### config.mk
export PLATFORM = sky130hd
export DESIGN_NAME = byte_ring_deque_core
export DESIGN_NICKNAME = d
export VERILOG_FILES = /design/src/hdl/brd_pkg.sv /design/src/hdl/brd_ram.sv /design/src/hdl/byte_ring_deque_core.sv
export SDC_FILE = /design/constraint.sdc
export NUM_CORES = 1
export LEC_CHECK = 0
export BUFFER_PORTS_ARGS = -buffer_cell sky130_fd_sc_hd__buf_2
export CAP_MARGIN = 20
export CORE_ASPECT_RATIO = 0.7
export CORE_MARGIN = 2
export CORE_UTILIZATION = 30
export DETAILED_ROUTE_END_ITERATION = 8
export GPL_TIMING_DRIVEN = 0
export SLEW_MARGIN = 15
export SYNTH_ARGS = -nofsm -noshare
export SYNTH_HDL_FRONTEND = slang
export SYNTH_SLANG_ARGS = --single-unit
### constraint.sdc
create_clock -name clk -period 5.21 [get_ports clk]
set_input_delay 0.7815 -clock clk [delete_from_list [all_inputs] [get_ports clk]]
set_output_delay 0.7815 -clock clk [all_outputs]
set_load 0.05 [all_outputs]
### src/hdl/brd_pkg.sv
// Package for the byte ring deque: command codes, field widths and result word layout.
// Used by brd_ram, byte_ring_deque_core and brd_chk; depends on nothing.
package brd_pkg;

  localparam int CMD_W  = 2;
  localparam int BYTE_W = 8;
  localparam int OCC_W  = 5;
  localparam int IN_W   = 16;
  localparam int OUT_W  = 16;

  typedef logic [CMD_W-1:0] cmd_t;

  localparam cmd_t CMD_PUSH_FRONT = 2'd0;
  localparam cmd_t CMD_PUSH_BACK  = 2'd1;
  localparam cmd_t CMD_POP_FRONT  = 2'd2;
  localparam cmd_t CMD_POP_BACK   = 2'd3;

  // packed lowest field last: pop_byte sits in bits 7:0
  typedef struct packed {
    logic [OCC_W-1:0]  occupancy;
    logic              now_empty;
    logic              now_full;
    logic              accepted;
    logic [BYTE_W-1:0] pop_byte;
  } result_t;

endpackage

### src/hdl/brd_ram.sv
// Slot store of the byte ring deque: one write port, one read port, registered read data.
// Depends on brd_pkg for the byte width.
module brd_ram #(
  parameter int DEPTH = 16,
  parameter int AW    = 4
) (
  input  logic                       clk,
  input  logic                       we,
  input  logic [AW-1:0]              waddr,
  input  logic [brd_pkg::BYTE_W-1:0] wdata,
  input  logic                       re,
  input  logic [AW-1:0]              raddr,
  output logic [brd_pkg::BYTE_W-1:0] rdata
);

  logic [brd_pkg::BYTE_W-1:0] mem [DEPTH];
  logic [brd_pkg::BYTE_W-1:0] rdata_r;

  always_ff @(posedge clk) begin
    if (we) begin
      mem[waddr] <= wdata;
    end
  end

  always_ff @(posedge clk) begin
    if (re) begin
      rdata_r <= mem[raddr];
    end
  end

  assign rdata = rdata_r;

endmodule

### src/hdl/byte_ring_deque_core.sv
// Top level of the byte ring deque: pointers, count, sequencing and output register.
// Depends on brd_pkg and brd_ram.
//
//  channel  dir  tdata fields (low bit up)                                    width
//  in_      in   cmd[1:0] push_byte[9:2] zero[15:10]                           16
//  out_     out  pop_byte[7:0] accepted[8] now_full[9] now_empty[10] occ[15:11] 16
//
// A push, and a pop refused on empty, are answered straight from the output register; an
// accepted pop passes through ST_READ first, as the slot store's read data is registered.
// in_tready is low while a pop read is in flight and while an untaken result blocks
// the output register.
// rst_n clears pointers, count and state; slot contents are not cleared.
module byte_ring_deque_core #(
  parameter int DEPTH = 16
) (
  input  logic                      clk,
  input  logic                      rst_n,
  input  logic                      in_tvalid,
  output logic                      in_tready,
  input  logic [brd_pkg::IN_W-1:0]  in_tdata,   // cmd[1:0], push_byte[9:2]
  output logic                      out_tvalid,
  input  logic                      out_tready,
  output logic [brd_pkg::OUT_W-1:0] out_tdata   // pop_byte, accepted, now_full, now_empty, occupancy
);

  localparam int PW = (DEPTH > 1) ? $clog2(DEPTH) : 1;
  localparam int CW = $clog2(DEPTH + 1);

  localparam logic ST_IDLE = 1'b0;
  localparam logic ST_READ = 1'b1;

  logic                       state_r, state_nxt;
  logic [PW-1:0]              head_r, head_nxt;
  logic [PW-1:0]              tail_r, tail_nxt;
  logic [CW-1:0]              cnt_r, cnt_nxt;
  logic                       out_valid_r, out_valid_nxt;
  brd_pkg::result_t           out_r, out_nxt;

  brd_pkg::cmd_t              cmd;
  logic [brd_pkg::BYTE_W-1:0] push_byte;
  logic                       acc, is_full, cnt_zero, ok, pop_go;
  logic [PW-1:0]              head_up, head_dn, tail_up, tail_dn;
  logic                       we, re;
  logic [PW-1:0]              waddr, raddr;
  logic [brd_pkg::BYTE_W-1:0] rdata;

  assign cmd       = in_tdata[brd_pkg::CMD_W-1:0];
  assign push_byte = in_tdata[brd_pkg::CMD_W +: brd_pkg::BYTE_W];

  assign in_tready = (state_r == ST_IDLE) && (!out_valid_r || out_tready);
  assign acc       = in_tvalid && in_tready;
  assign is_full   = (cnt_r == CW'(DEPTH));
  assign cnt_zero  = (cnt_r == '0);

  assign head_up = (head_r == PW'(DEPTH - 1)) ? '0 : head_r + 1'b1;
  assign head_dn = (head_r == '0) ? PW'(DEPTH - 1) : head_r - 1'b1;
  assign tail_up = (tail_r == PW'(DEPTH - 1)) ? '0 : tail_r + 1'b1;
  assign tail_dn = (tail_r == '0) ? PW'(DEPTH - 1) : tail_r - 1'b1;

  always_comb begin
    head_nxt = head_r;
    tail_nxt = tail_r;
    cnt_nxt  = cnt_r;
    we       = 1'b0;
    re       = 1'b0;
    waddr    = tail_r;
    raddr    = head_r;
    ok       = 1'b0;
    unique case (cmd)
      brd_pkg::CMD_PUSH_FRONT: begin
        ok    = !is_full;
        waddr = head_dn;
        if (acc && ok) begin
          we       = 1'b1;
          head_nxt = head_dn;
          cnt_nxt  = cnt_r + 1'b1;
        end
      end
      brd_pkg::CMD_PUSH_BACK: begin
        ok    = !is_full;
        waddr = tail_r;
        if (acc && ok) begin
          we       = 1'b1;
          tail_nxt = tail_up;
          cnt_nxt  = cnt_r + 1'b1;
        end
      end
      brd_pkg::CMD_POP_FRONT: begin
        ok    = !cnt_zero;
        raddr = head_r;
        if (acc && ok) begin
          re       = 1'b1;
          head_nxt = head_up;
          cnt_nxt  = cnt_r - 1'b1;
        end
      end
      brd_pkg::CMD_POP_BACK: begin
        ok    = !cnt_zero;
        raddr = tail_dn;
        if (acc && ok) begin
          re       = 1'b1;
          tail_nxt = tail_dn;
          cnt_nxt  = cnt_r - 1'b1;
        end
      end
      default: ;
    endcase
  end

  assign pop_go = acc && ok && cmd[1];

  always_comb begin
    state_nxt     = state_r;
    out_nxt       = out_r;
    out_valid_nxt = out_valid_r && !out_tready;
    priority if (state_r == ST_READ) begin
      state_nxt         = ST_IDLE;
      out_nxt.pop_byte  = rdata;
      out_nxt.accepted  = 1'b1;
      out_nxt.now_full  = is_full;
      out_nxt.now_empty = cnt_zero;
      out_nxt.occupancy = brd_pkg::OCC_W'(cnt_r);
      out_valid_nxt     = 1'b1;
    end else if (pop_go) begin
      state_nxt = ST_READ;
    end else if (acc) begin
      out_nxt.pop_byte  = '0;
      out_nxt.accepted  = ok;
      out_nxt.now_full  = (cnt_nxt == CW'(DEPTH));
      out_nxt.now_empty = (cnt_nxt == '0);
      out_nxt.occupancy = brd_pkg::OCC_W'(cnt_nxt);
      out_valid_nxt     = 1'b1;
    end else begin
    end
  end

  always_ff @(posedge clk) begin
    if (!rst_n) begin
      state_r     <= ST_IDLE;
      head_r      <= '0;
      tail_r      <= '0;
      cnt_r       <= '0;
      out_valid_r <= 1'b0;
    end else begin
      state_r     <= state_nxt;
      head_r      <= head_nxt;
      tail_r      <= tail_nxt;
      cnt_r       <= cnt_nxt;
      out_valid_r <= out_valid_nxt;
    end
  end

  always_ff @(posedge clk) begin
    out_r <= out_nxt;
  end

  brd_ram #(
    .DEPTH (DEPTH),
    .AW    (PW)
  ) u_ram (
    .clk   (clk),
    .we    (we),
    .waddr (waddr),
    .wdata (push_byte),
    .re    (re),
    .raddr (raddr),
    .rdata (rdata)
  );

  assign out_tvalid = out_valid_r;
  assign out_tdata  = out_r;

endmodule

==> impl_metrics.xml, run 1 <==
<?xml version="1.0" encoding="UTF-8"?>
<metrics>
  <group name="floorplanning">
    <metric name="die_width" unit="um">194</metric>
    <metric name="design.core.area" unit="mm^2">0.0247</metric>
    <metric name="initial_core_utilization" unit="%">30.6</metric>
    <metric name="top_level_ports" unit="">38</metric>
    <metric name="die-area" unit="mm^2">0.0265</metric>
    <metric name="die_height" unit="um">137</metric>
    <metric name="rows" unit="">48</metric>
  </group>
  <group name="power">
    <metric name="power.ir.vdd_worst" unit="mV">0.261</metric>
    <metric name="power_density" unit="mW/mm^2">412</metric>
    <metric name="finalPower" unit="mW">3.59</metric>
    <metric name="static-leakage-power" unit="nW">2.93</metric>
  </group>
  <group name="sta">
    <metric name="setup_violations" unit="">0</metric>
    <metric name="setup_total_negative_slack" unit="ps">0</metric>
    <metric name="layout_setup_ws" unit="ps">2070</metric>
    <metric name="period_share" unit="%">60.2</metric>
    <metric name="timing_worst_slew_pin_value" unit="ps">939</metric>
    <metric name="rsz0062_at_grt" unit="">no</metric>
    <metric name="hold_viol" unit="">0</metric>
    <metric name="finalWorstPathRequiredPeriod" unit="ps">3140</metric>
    <metric name="timing.hold.ws" unit="ps">506</metric>
    <metric name="max_clock_freq" unit="MHz">319</metric>
    <metric name="timing.max_slew.rel_slack" unit="%">37.1</metric>
    <metric name="fin_skew" unit="ps">11.7</metric>
    <metric name="timing.final.max_slew_violations" unit="">0</metric>
  </group>
  <group name="global_routing">
    <metric name="grt_max_degree" unit="">17</metric>
    <metric name="grt_first_pass_wirelength" unit="um">28600</metric>
    <metric name="grt_pass1_vias" unit="">4596</metric>
    <metric name="grt_antenna_before_repair" unit="">0</metric>
    <metric name="globalRouteTotalUtil" unit="%">14.6</metric>
    <metric name="grt.overflow.total" unit="">0</metric>
  </group>
  <group name="yosys">
    <metric name="syn_nets" unit="">591</metric>
    <metric name="postSynthCellCount" unit="">564</metric>
    <metric name="synth_async_sr_flop_share" unit="%">0</metric>
    <metric name="primary_flip_flop_cell_chosen_by_synthesis_mapping" unit="">sky130_fd_sc_hd__edfxtp_1</metric>
    <metric name="synth_area_per_cell" unit="um^2">13.4</metric>
    <metric name="yosysWarnings" unit="">0</metric>
    <metric name="synth-edff-count" unit="">151</metric>
    <metric name="synth_seq_cells" unit="">167</metric>
    <metric name="synth-seq-area-share" unit="%">64.3</metric>
    <metric name="synthDistinctLibCells" unit="">65</metric>
    <metric name="synth_area" unit="mm^2">0.00755</metric>
  </group>
  <group name="critical_path">
    <metric name="timing.critical_path.required" unit="ps">5260</metric>
    <metric name="setup.worst_path.start" unit="">head_r[0]$_SDFFE_PN0P_</metric>
    <metric name="worst_ep_arrival_time" unit="ps">3190</metric>
    <metric name="rrSetupSlack" unit="ps">2070</metric>
    <metric name="criticalPathCategory" unit="">flip-flop to flip-flop</metric>
    <metric name="critical_path.reg2reg.startpoint" unit="">head_r[0]$_SDFFE_PN0P_</metric>
    <metric name="crit_fanout" unit="">9</metric>
    <metric name="timing.critical_path.from_type" unit="">flip-flop</metric>
    <metric name="r2r_cells" unit="">7</metric>
    <metric name="rr_endpoint" unit="">u_ram.mem[0][4]$_DFFE_PP_</metric>
    <metric name="worst_setup_path_end_kind" unit="">flip-flop</metric>
  </group>
  <group name="final_layout">
    <metric name="diodes" unit="">0</metric>
    <metric name="final_cell_count_no_fill" unit="">950</metric>
    <metric name="final_net_count" unit="">640</metric>
    <metric name="design_area" unit="mm^2">0.00871</metric>
    <metric name="layout-area-overhead-vs-synth" unit="%">15.4</metric>
    <metric name="finalCoreUtilization" unit="%">35.3</metric>
    <metric name="post_route_cells_drive_above_1_share" unit="%">16.5</metric>
  </group>
  <group name="place">
    <metric name="hpwlAfterDp" unit="um">13000</metric>
    <metric name="port_buffers" unit="">30</metric>
    <metric name="placed_instance_area" unit="mm^2">0.00811</metric>
    <metric name="gp_congestion" unit="">0.858</metric>
    <metric name="pre_cts_slack" unit="ps">1790</metric>
    <metric name="dpl.cell_count" unit="">919</metric>
  </group>
  <group name="route">
    <metric name="remaining_drc_errors" unit="">0</metric>
    <metric name="num_vias" unit="">4920</metric>
    <metric name="detail-route-antenna-nets" unit="">0</metric>
    <metric name="wl_per_cell" unit="um">19.8</metric>
    <metric name="detailedRoute.firstPassIterationCount" unit="">5</metric>
    <metric name="detailedRoute.firstIterationViolations" unit="">522</metric>
    <metric name="route.detailed.vias_per_inst" unit="">5.18</metric>
    <metric name="drt-total-wl" unit="um">18800</metric>
  </group>
  <group name="cts">
    <metric name="cts-buffers-inserted" unit="">17</metric>
    <metric name="cts_max_path_buffers" unit="">2</metric>
    <metric name="cts-htree-levels" unit="">4</metric>
    <metric name="tritoncts" unit="">built</metric>
    <metric name="cts_root_buffer" unit="">sky130_fd_sc_hd__clkbuf_16</metric>
    <metric name="cts.sink_count" unit="">167</metric>
    <metric name="worstSkewPairLatency" unit="ps">430</metric>
    <metric name="clk_pin_slew" unit="ps">70</metric>
    <metric name="post_cts_hold_buffer_count" unit="">0</metric>
    <metric name="post_cts.repair.setup_buffers" unit="">0</metric>
    <metric name="postCtsResizedCells" unit="">0</metric>
  </group>
  <group name="run_status">
    <metric name="status" unit="">finished, final reports clean</metric>
  </group>
  <group name="min_path">
    <metric name="hold_path_end" unit="">out_tdata[8]$_SDFFE_PP1P_</metric>
    <metric name="hold_start" unit="">out_tdata[8]$_SDFFE_PP1P_</metric>
    <metric name="min_path_type" unit="">flip-flop to flip-flop</metric>
    <metric name="hold_depth" unit="">2</metric>
  </group>
  <group name="job">
    <metric name="cap_viol_max_count" unit="">0</metric>
  </group>
</metrics>
[metal layers]
layer  track usage, %  share of wire (%)  up-vias
met1             22.7                 51     2437
met3             3.97                7.4       20
met4             4.79                1.4        0
li1                 -                  -     2292
met2             19.2                 40      171
met5                0                  0        -
[registers in the layout (all words and copies together), names as in the netlist]
name         cells
u_ram.mem      128
out_tdata       16
u_ram.rdata      8
cnt_r            5
head_r           4
tail_r           4
out_tvalid       1
state_r          1
[cell usage after synthesis (3+ instances only)]
master | n | area [um^2]
sky130_fd_sc_hd__dfxtp_1 | 16 | 320
sky130_fd_sc_hd__mux2_2 | 3 | 33.8
sky130_fd_sc_hd__o21ai_0 | 22 | 110
sky130_fd_sc_hd__nand2_1 | 37 | 139
sky130_fd_sc_hd__inv_1 | 15 | 56.3
sky130_fd_sc_hd__xnor2_1 | 5 | 43.8
sky130_fd_sc_hd__and3_1 | 21 | 131
sky130_fd_sc_hd__buf_6 | 5 | 56.3
sky130_fd_sc_hd__and2_1 | 11 | 68.8
sky130_fd_sc_hd__xor2_1 | 4 | 35.0
sky130_fd_sc_hd__a21oi_1 | 16 | 80.1
sky130_fd_sc_hd__nor3_1 | 7 | 35.0
sky130_fd_sc_hd__o211ai_1 | 4 | 30.0
sky130_fd_sc_hd__a32o_1 | 8 | 80.1
sky130_fd_sc_hd__o32a_1 | 3 | 30.0
sky130_fd_sc_hd__nand2b_1 | 8 | 50.1
sky130_fd_sc_hd__nor4b_1 | 3 | 26.3
sky130_fd_sc_hd__nand3_1 | 18 | 90.1
sky130_fd_sc_hd__a221oi_1 | 8 | 70.1
sky130_fd_sc_hd__a31oi_1 | 3 | 18.8
sky130_fd_sc_hd__nor4_1 | 5 | 31.3
sky130_fd_sc_hd__o31ai_1 | 4 | 30.0
sky130_fd_sc_hd__nor2_2 | 3 | 18.8
sky130_fd_sc_hd__a211oi_1 | 22 | 165
sky130_fd_sc_hd__edfxtp_1 | 151 | 4530
sky130_fd_sc_hd__ha_1 | 7 | 87.6
sky130_fd_sc_hd__buf_4 | 4 | 30.0
sky130_fd_sc_hd__mux2i_1 | 35 | 350
sky130_fd_sc_hd__nor2_1 | 35 | 131
sky130_fd_sc_hd__buf_2 | 11 | 55.1
sky130_fd_sc_hd__clkbuf_1 | 15 | 56.3
sky130_fd_sc_hd__o22ai_1 | 4 | 25.0
sky130_fd_sc_hd__a32oi_1 | 14 | 123
[cells by family (layout without fill, tap and decap cells)]
group	Yosys count	after routing	synth area share, %
flip-flops	167	167	64.3
multiplexers	39	39	5.29
XOR/XNOR	9	9	1.04
AND/OR/NAND/NOR	162	162	11.5
adder cells (fa/ha/maj)	7	7	1.16
buffers and inverters	52	113	3.68
AO/OA/AOI/OAI	128	128	13.0
[worst max path at each step]
stage | end | slack (ps) | cells after the start
after floorplan | u_ram.mem[11][0]$_DFFE_PP_ | 2630 | 6
after global placement | u_ram.mem[12][0]$_DFFE_PP_ | 1840 | 7
after detailed placement | u_ram.mem[12][7]$_DFFE_PP_ | 1790 | 7
after CTS | u_ram.mem[12][3]$_DFFE_PP_ | 2070 | 7
after global routing | u_ram.mem[0][2]$_DFFE_PP_ | 1820 | 7
final | u_ram.mem[0][4]$_DFFE_PP_ | 2070 | 7
[where the power goes]
group | switching [mW] | total, mW | leakage [nW] | internal [mW]
logic | 0.498 | 0.731 | 1.15 | 0.233
clock network | 0.539 | 1.29 | 0.281 | 0.756
registers | 0.0238 | 1.56 | 1.51 | 1.54
[cells in the final DEF, fill, tap and decap left out, types with 3 or more instances in the layout]
master | synthesis | routed
sky130_fd_sc_hd__edfxtp_1 | 151 | 151
sky130_fd_sc_hd__buf_2 | 11 | 41
sky130_fd_sc_hd__nand2_1 | 37 | 37
sky130_fd_sc_hd__mux2i_1 | 35 | 35
sky130_fd_sc_hd__nor2_1 | 35 | 35
sky130_fd_sc_hd__a211oi_1 | 22 | 22
sky130_fd_sc_hd__o21ai_0 | 22 | 22
sky130_fd_sc_hd__and3_1 | 21 | 21
sky130_fd_sc_hd__nand3_1 | 18 | 18
sky130_fd_sc_hd__clkbuf_16 | 0 | 17
sky130_fd_sc_hd__a21oi_1 | 16 | 16
sky130_fd_sc_hd__dfxtp_1 | 16 | 16
sky130_fd_sc_hd__clkbuf_1 | 15 | 15
sky130_fd_sc_hd__inv_1 | 15 | 15
sky130_fd_sc_hd__a32oi_1 | 14 | 14
sky130_fd_sc_hd__and2_1 | 11 | 11
sky130_fd_sc_hd__a221oi_1 | 8 | 8
sky130_fd_sc_hd__a32o_1 | 8 | 8
sky130_fd_sc_hd__nand2b_1 | 8 | 8
sky130_fd_sc_hd__nor3_1 | 7 | 7
sky130_fd_sc_hd__ha_1 | 7 | 7
sky130_fd_sc_hd__buf_6 | 5 | 5
sky130_fd_sc_hd__nor4_1 | 5 | 5
sky130_fd_sc_hd__xnor2_1 | 5 | 5
sky130_fd_sc_hd__inv_6 | 0 | 5
sky130_fd_sc_hd__buf_4 | 4 | 4
sky130_fd_sc_hd__xor2_1 | 4 | 4
sky130_fd_sc_hd__o211ai_1 | 4 | 4
sky130_fd_sc_hd__o22ai_1 | 4 | 4
sky130_fd_sc_hd__o31ai_1 | 4 | 4
sky130_fd_sc_hd__clkinvlp_4 | 0 | 4
sky130_fd_sc_hd__nor2_2 | 3 | 3
sky130_fd_sc_hd__nor4b_1 | 3 | 3
sky130_fd_sc_hd__o32a_1 | 3 | 3
sky130_fd_sc_hd__mux2_2 | 3 | 3
sky130_fd_sc_hd__a31oi_1 | 3 | 3
sky130_fd_sc_hd__bufinv_16 | 0 | 3
[worst max-delay path, stage by stage, from the launching register on]
cell,delay [ps]
sky130_fd_sc_hd__dfxtp_1,330
sky130_fd_sc_hd__clkbuf_1,300
sky130_fd_sc_hd__inv_1,160
sky130_fd_sc_hd__ha_1,350
sky130_fd_sc_hd__mux2_2,180
sky130_fd_sc_hd__nor4b_1,440
sky130_fd_sc_hd__nand2_1,220
sky130_fd_sc_hd__nor2_1,770
[final cells by class]
type                    instances  area [um^2]
multi-input cells             345         2420
clock buffers                  17          425
clock inverters                14          173
well taps                     325          407
flip-flops and latches        167         4850
fillers                      2375        16000
repair buffers                 30          150
plain buffers                  36          218
inverters                      16         60.1
Note: power is estimated with default switching activity, not from simulation.
==> run 2: changes to the inputs <==
==> constraint.sdc (replaced) <==
create_clock -name clk -period 3.3 [get_ports clk]
set_input_delay 0.495 -clock clk [delete_from_list [all_inputs] [get_ports clk]]
set_output_delay 0.495 -clock clk [all_outputs]
set_load 0.05 [all_outputs]
==> run 2 against run 1 <==
  * Register-to-register slack got worse by 1800 ps
  * Design area grew 0.20%
  * Via count is 0.51% higher
  * Critical path type unchanged
  * Largest power group unchanged
==> impl_metrics.xml, run 2 (same netlist as run 1, synthesis figures left out) <==
<?xml version="1.0" encoding="UTF-8"?>
<metrics>
  <group name="floorplanning">
    <metric name="die_width" unit="um">194</metric>
    <metric name="rows" unit="">48</metric>
    <metric name="die-area" unit="mm^2">0.0265</metric>
    <metric name="initial_core_utilization" unit="%">30.6</metric>
    <metric name="top_level_ports" unit="">38</metric>
    <metric name="design.core.area" unit="mm^2">0.0247</metric>
    <metric name="die_height" unit="um">137</metric>
  </group>
  <group name="power">
    <metric name="power_density" unit="mW/mm^2">649</metric>
    <metric name="internal-power" unit="mW">3.99</metric>
    <metric name="p_sw_share" unit="%">29.6</metric>
    <metric name="static-leakage-power" unit="nW">2.93</metric>
    <metric name="share_clk_of_total_power" unit="%">36.0</metric>
    <metric name="switching_power" unit="mW">1.68</metric>
    <metric name="share_of_total_power_in_sequential_cells" unit="%">43.5</metric>
    <metric name="power.ir.vdd_worst" unit="mV">0.415</metric>
    <metric name="comb_power_share" unit="%">20.4</metric>
  </group>
  <group name="critical_path">
    <metric name="crit_fanout" unit="">9</metric>
    <metric name="max_stage_delay" unit="ps">730</metric>
    <metric name="timing.critical_path.required" unit="ps">3360</metric>
    <metric name="critical_path.top_delay_family" unit="">simple AND/OR/NAND/NOR gates</metric>
    <metric name="criticalPathCategory" unit="">flip-flop to flip-flop</metric>
    <metric name="worst_path_max_delay_cell" unit="">sky130_fd_sc_hd__nor2_1</metric>
    <metric name="cp.buffers_inverters" unit="">2</metric>
    <metric name="worst_ep_arrival_time" unit="ps">3130</metric>
    <metric name="critical_path.cell_chain" unit="">clkbuf_1, inv_1, ha_1, mux2_2, nor4_1, nand2_1, nor2_1</metric>
    <metric name="r2r_cells" unit="">7</metric>
    <metric name="timing.critical_path.from_type" unit="">flip-flop</metric>
    <metric name="path_depth" unit="">7</metric>
    <metric name="worst_setup_path_end_kind" unit="">flip-flop</metric>
  </group>
  <group name="sta">
    <metric name="setup_violations" unit="">0</metric>
    <metric name="max_clock_freq" unit="MHz">326</metric>
    <metric name="timing.final.max_slew_violations" unit="">0</metric>
    <metric name="period_share" unit="%">93.0</metric>
    <metric name="hold_viol" unit="">0</metric>
    <metric name="timing.max_slew.rel_slack" unit="%">39.8</metric>
    <metric name="timing_worst_slew_pin_value" unit="ps">899</metric>
    <metric name="rsz0062_at_grt" unit="">yes</metric>
    <metric name="fin_skew" unit="ps">9.53</metric>
    <metric name="finalWorstPathRequiredPeriod" unit="ps">3070</metric>
  </group>
  <group name="cts">
    <metric name="worstSkewPairLatency" unit="ps">430</metric>
    <metric name="cts-buffers-inserted" unit="">17</metric>
    <metric name="post_cts.repair.setup_buffers" unit="">0</metric>
    <metric name="post_cts_hold_buffer_count" unit="">0</metric>
    <metric name="clk_pin_slew" unit="ps">70</metric>
    <metric name="cts.sink_count" unit="">167</metric>
    <metric name="cts-htree-levels" unit="">4</metric>
    <metric name="cts_root_buffer" unit="">sky130_fd_sc_hd__clkbuf_16</metric>
    <metric name="tritoncts" unit="">built</metric>
    <metric name="cts_max_path_buffers" unit="">2</metric>
    <metric name="postCtsResizedCells" unit="">0</metric>
  </group>
  <group name="place">
    <metric name="gp_congestion" unit="">0.858</metric>
    <metric name="port_buffers" unit="">30</metric>
    <metric name="placed_instance_area" unit="mm^2">0.00811</metric>
    <metric name="hpwlAfterDp" unit="um">13000</metric>
  </group>
  <group name="final_layout">
    <metric name="design_area" unit="mm^2">0.00873</metric>
    <metric name="post_route_cells_drive_above_1_share" unit="%">17.6</metric>
    <metric name="diodes" unit="">0</metric>
    <metric name="most-common-layout-cells" unit="">sky130_fd_sc_hd__edfxtp_1 (151), sky130_fd_sc_hd__buf_2 (41), sky130_fd_sc_hd__nand2_1 (37)</metric>
    <metric name="final_net_count" unit="">640</metric>
    <metric name="largest_reg_flops" unit="">128</metric>
    <metric name="layout-area-overhead-vs-synth" unit="%">15.6</metric>
    <metric name="layout.cells.most_common" unit="">sky130_fd_sc_hd__edfxtp_1</metric>
    <metric name="regMostFlops" unit="">u_ram.mem</metric>
    <metric name="fill_cells" unit="">2372</metric>
    <metric name="finalCoreUtilization" unit="%">35.4</metric>
  </group>
  <group name="route">
    <metric name="drt-total-wl" unit="um">18800</metric>
    <metric name="remaining_drc_errors" unit="">0</metric>
    <metric name="detailedRoute.firstPassIterationCount" unit="">5</metric>
    <metric name="detailedRoute.firstIterationViolations" unit="">556</metric>
    <metric name="detail-route-antenna-nets" unit="">0</metric>
    <metric name="num_vias" unit="">4945</metric>
    <metric name="wl_per_cell" unit="um">19.8</metric>
    <metric name="route.detailed.vias_per_inst" unit="">5.21</metric>
  </group>
  <group name="min_path">
    <metric name="min_path_type" unit="">input pin to flip-flop</metric>
    <metric name="hold_depth" unit="">2</metric>
  </group>
  <group name="job">
    <metric name="cap_viol_max_count" unit="">0</metric>
  </group>
  <group name="global_routing">
    <metric name="grt_antenna_before_repair" unit="">0</metric>
    <metric name="grt_max_degree" unit="">17</metric>
    <metric name="grt.overflow.total" unit="">0</metric>
    <metric name="grt_first_pass_wirelength" unit="um">28600</metric>
    <metric name="grt_pass1_vias" unit="">4596</metric>
    <metric name="globalRouteTotalUtil" unit="%">14.6</metric>
  </group>
  <group name="run_status">
    <metric name="status" unit="">finished, final reports clean</metric>
  </group>
</metrics>
## run 2: changes by cell type in the layout (fill, tap and decap cells not counted)
cell | previous run | this run
sky130_fd_sc_hd__nor2_2 | 3 | 10
sky130_fd_sc_hd__nor2_1 | 35 | 28
## run 2: cell type report
class                           count  area, um^2  share of cell area [%]
Inverter                           16        60.1                   0.688
Sequential cell                   167        4850                    55.6
Tap cell                          325         407                    4.66
Timing Repair Buffer               30         150                    1.72
Buffer                             36         218                    2.49
Multi-Input combinational cell    345        2440                    28.0
Clock buffer                       17         425                    4.87
Clock inverter                     14         173                    1.98
## run 2: metrics by stage
step | total power, mW | setup slack (ps) | hold WS, ps | std cells | setup TNS (ps)
after detailed placement | 3.65 | 164 | 491 | 919 | 0
after floorplan | 3.32 | 882 | 503 | 564 | 0
after global placement | 3.64 | 196 | 493 | 919 | 0
after global routing | 5.88 | -29.3 | 373 | 950 | -389
after CTS | 5.68 | 163 | 360 | 950 | 0
final | 5.67 | 230 | 379 | 950 | 0
## run 2: routing by layer
metal / GRT usage (%) / vias to the layer above / share of wire, %
li1: - / 2293 / -
met1: 22.7 / 2440 / 51
met2: 19.2 / 189 / 40
met3: 3.97 / 23 / 7.6
met4: 4.79 / 0 / 1.8
met5: 0 / - / 0
## run 2: final timing paths
path / from / endpoint / slack, ps
max: head_r[0]$_SDFFE_PN0P_ / u_ram.mem[15][0]$_DFFE_PP_ / 230
min: rst_n / cnt_r[1]$_SDFF_PN0_ / 380
max reg2reg: head_r[0]$_SDFFE_PN0P_ / u_ram.mem[15][0]$_DFFE_PP_ / 230
min reg2reg: out_tdata[8]$_SDFFE_PP1P_ / out_tdata[8]$_SDFFE_PP1P_ / 510
## run 2: power groups by stage
stage	registers, mW	logic [mW]	clock network [mW]
3_5_place_dp	2.51	1.14	0
2_1_floorplan	2.66	0.663	0
4_1_cts	2.47	1.14	2.08
5_1_grt	2.47	1.24	2.16
3_3_place_gp	2.51	1.13	0
6_report	2.47	1.16	2.04
==> run 3: changes to the inputs <==
--- a/config.mk
+++ b/config.mk
@@ -11,7 +11,6 @@
 export CORE_MARGIN = 2
 export CORE_UTILIZATION = 30
 export DETAILED_ROUTE_END_ITERATION = 8
-export GPL_TIMING_DRIVEN = 0
 export SLEW_MARGIN = 15
 export SYNTH_ARGS = -nofsm -noshare
 export SYNTH_HDL_FRONTEND = slang
==> run 3 against run 2 <==
  * Setup slack better by 160 ps
  * Critical path depth up 1
  * Fmax rose by 5.5%
  * Clock skew down 1.6 ps
  * Final cell count is 1.1% lower
  * Via count shrank 2.8%
  * Core utilization down 0.25 points
  * Sequential cell count is the same
  * Critical path type unchanged
==> impl_metrics.xml, run 3 (same netlist as run 1, synthesis figures left out) <==
<?xml version="1.0" encoding="UTF-8"?>
<metrics>
  <group name="run_status">
    <metric name="status" unit="">finished, final reports clean</metric>
  </group>
  <group name="critical_path">
    <metric name="crit_fanout" unit="">20</metric>
    <metric name="criticalPathCategory" unit="">flip-flop to flip-flop</metric>
    <metric name="worst_setup_path_end_kind" unit="">flip-flop</metric>
    <metric name="worst_ep_arrival_time" unit="ps">3090</metric>
    <metric name="timing.critical_path.required" unit="ps">3480</metric>
    <metric name="rrSetupSlack" unit="ps">390</metric>
    <metric name="timing.critical_path.from_type" unit="">flip-flop</metric>
  </group>
  <group name="final_layout">
    <metric name="regMostFlops" unit="">u_ram.mem</metric>
    <metric name="diodes" unit="">0</metric>
    <metric name="layout-area-overhead-vs-synth" unit="%">14.8</metric>
    <metric name="finalCoreUtilization" unit="%">35.1</metric>
    <metric name="largest_reg_flops" unit="">128</metric>
    <metric name="most-common-layout-cells" unit="">sky130_fd_sc_hd__edfxtp_1 (151), sky130_fd_sc_hd__nand2_1 (37), sky130_fd_sc_hd__mux2i_1 (35), sky130_fd_sc_hd__nor2_1 (35), sky130_fd_sc_hd__buf_2 (31)</metric>
    <metric name="final_net_count" unit="">629</metric>
    <metric name="fill_cells" unit="">2381</metric>
    <metric name="post_route_cells_drive_above_1_share" unit="%">17.4</metric>
    <metric name="layout.cells.most_common" unit="">sky130_fd_sc_hd__edfxtp_1</metric>
  </group>
  <group name="floorplanning">
    <metric name="die_height" unit="um">137</metric>
    <metric name="design.core.area" unit="mm^2">0.0247</metric>
    <metric name="die-area" unit="mm^2">0.0265</metric>
    <metric name="initial_core_utilization" unit="%">30.6</metric>
    <metric name="die_width" unit="um">194</metric>
    <metric name="rows" unit="">48</metric>
    <metric name="top_level_ports" unit="">38</metric>
  </group>
  <group name="cts">
    <metric name="cts.sink_count" unit="">167</metric>
    <metric name="worstSkewPairLatency" unit="ps">430</metric>
    <metric name="cts-htree-levels" unit="">4</metric>
    <metric name="tritoncts" unit="">built</metric>
    <metric name="postCtsResizedCells" unit="">0</metric>
    <metric name="post_cts_hold_buffer_count" unit="">0</metric>
    <metric name="cts_root_buffer" unit="">sky130_fd_sc_hd__clkbuf_16</metric>
    <metric name="clk_pin_slew" unit="ps">70</metric>
    <metric name="post_cts.repair.setup_buffers" unit="">0</metric>
    <metric name="cts-buffers-inserted" unit="">17</metric>
    <metric name="cts_max_path_buffers" unit="">2</metric>
  </group>
  <group name="sta">
    <metric name="timing.final.max_slew_violations" unit="">0</metric>
    <metric name="setup_violations" unit="">0</metric>
    <metric name="setup_total_negative_slack" unit="ps">0</metric>
    <metric name="fin_skew" unit="ps">7.93</metric>
    <metric name="max_clock_freq" unit="MHz">344</metric>
    <metric name="timing.max_slew.rel_slack" unit="%">35.3</metric>
    <metric name="layout_setup_ws" unit="ps">389</metric>
    <metric name="finalWorstPathRequiredPeriod" unit="ps">2910</metric>
    <metric name="timing_worst_slew_pin_value" unit="ps">967</metric>
    <metric name="rsz0062_at_grt" unit="">no</metric>
    <metric name="period_share" unit="%">88.2</metric>
    <metric name="hold_viol" unit="">0</metric>
  </group>
  <group name="global_routing">
    <metric name="grt_pass1_vias" unit="">4548</metric>
    <metric name="grt_util_met3" unit="%">3.45</metric>
    <metric name="grt_first_pass_wirelength" unit="um">27400</metric>
    <metric name="busiest_layer" unit="">met1</metric>
    <metric name="groute.layer.met1.usage" unit="%">21.5</metric>
    <metric name="grt.overflow.total" unit="">0</metric>
    <metric name="grt_antenna_before_repair" unit="">0</metric>
    <metric name="grt_max_degree" unit="">26</metric>
    <metric name="globalRouteTotalUtil" unit="%">13.9</metric>
    <metric name="use_met2" unit="%">18.9</metric>
  </group>
  <group name="route">
    <metric name="detailedRoute.firstPassIterationCount" unit="">5</metric>
    <metric name="detail-route-antenna-nets" unit="">0</metric>
    <metric name="route.detailed.vias_per_inst" unit="">5.11</metric>
    <metric name="drt-total-wl" unit="um">17700</metric>
    <metric name="detailedRoute.firstIterationViolations" unit="">470</metric>
    <metric name="remaining_drc_errors" unit="">0</metric>
    <metric name="num_vias" unit="">4805</metric>
    <metric name="wl_per_cell" unit="um">18.9</metric>
  </group>
  <group name="min_path">
    <metric name="min_path_type" unit="">input pin to flip-flop</metric>
  </group>
  <group name="power">
    <metric name="power.ir.vdd_worst" unit="mV">0.419</metric>
    <metric name="power_density" unit="mW/mm^2">636</metric>
    <metric name="static-leakage-power" unit="nW">2.93</metric>
  </group>
  <group name="place">
    <metric name="pre_cts_slack" unit="ps">386</metric>
    <metric name="gp_congestion" unit="">0.830</metric>
    <metric name="hpwlAfterDp" unit="um">12100</metric>
    <metric name="port_buffers" unit="">31</metric>
  </group>
  <group name="job">
    <metric name="cap_viol_max_count" unit="">0</metric>
  </group>
</metrics>
[run 3: worst max-delay path, stage by stage, from the launching register on]
cell and delay (ps):
sky130_fd_sc_hd__dfxtp_1 470, sky130_fd_sc_hd__inv_1 140, sky130_fd_sc_hd__ha_1 330, sky130_fd_sc_hd__nand3b_4 280
sky130_fd_sc_hd__nand2_4 250, sky130_fd_sc_hd__buf_4 290, sky130_fd_sc_hd__a211oi_1 390, sky130_fd_sc_hd__o21ai_0 230
sky130_fd_sc_hd__a32o_1 260
[run 3: worst paths after layout]
check | cells after the start | start | end
max | 8 | tail_r[1]$_SDFFE_PN0P_ | u_ram.rdata[1]$_DFFE_PP_
min | 2 | rst_n | cnt_r[1]$_SDFF_PN0_
max reg2reg | 8 | tail_r[1]$_SDFFE_PN0P_ | u_ram.rdata[1]$_DFFE_PP_
min reg2reg | 2 | out_tdata[8]$_SDFFE_PP1P_ | out_tdata[8]$_SDFFE_PP1P_
[run 3: metrics by stage]
stage | hold WS [ps] | total power, mW | cells | area [um^2]
6_report | 375 | 5.51 | 940 | 8670
5_1_grt | 376 | 5.75 | 940 | 8670
4_1_cts | 366 | 5.54 | 940 | 8670
3_5_place_dp | 489 | 3.63 | 908 | 8100
3_3_place_gp | 490 | 3.62 | 908 | 8100
2_1_floorplan | 503 | 3.32 | 564 | 7550
[run 3: where the power goes]
part | switching [mW] | leakage (nW) | total [mW] | internal (mW)
clock | 0.866 | 0.271 | 1.92 | 1.06
sequential | 0.0616 | 1.51 | 2.49 | 2.43
combinational | 0.734 | 1.15 | 1.10 | 0.366
[run 3: final cells by class]
| class | instances | area, um^2 | share of cell area, % |
|---|---|---|---|
| flip-flops and latches | 167 | 4850 | 56.0 |
| multi-input cells | 345 | 2420 | 27.9 |
| clock buffers | 17 | 425 | 4.91 |
| well taps | 325 | 407 | 4.69 |
| repair buffers | 55 | 360 | 4.16 |
| clock inverters | 15 | 143 | 1.65 |
| inverters | 16 | 60.1 | 0.693 |
[run 3: routing by layer]
| metal | vias to the layer above | wire length (um) |
|---|---|---|
| li1 | 2278 | - |
| met1 | 2352 | 9070 |
| met2 | 162 | 7260 |
| met3 | 13 | 1240 |
| met4 | 0 | 178 |
| met5 | - | 0 |
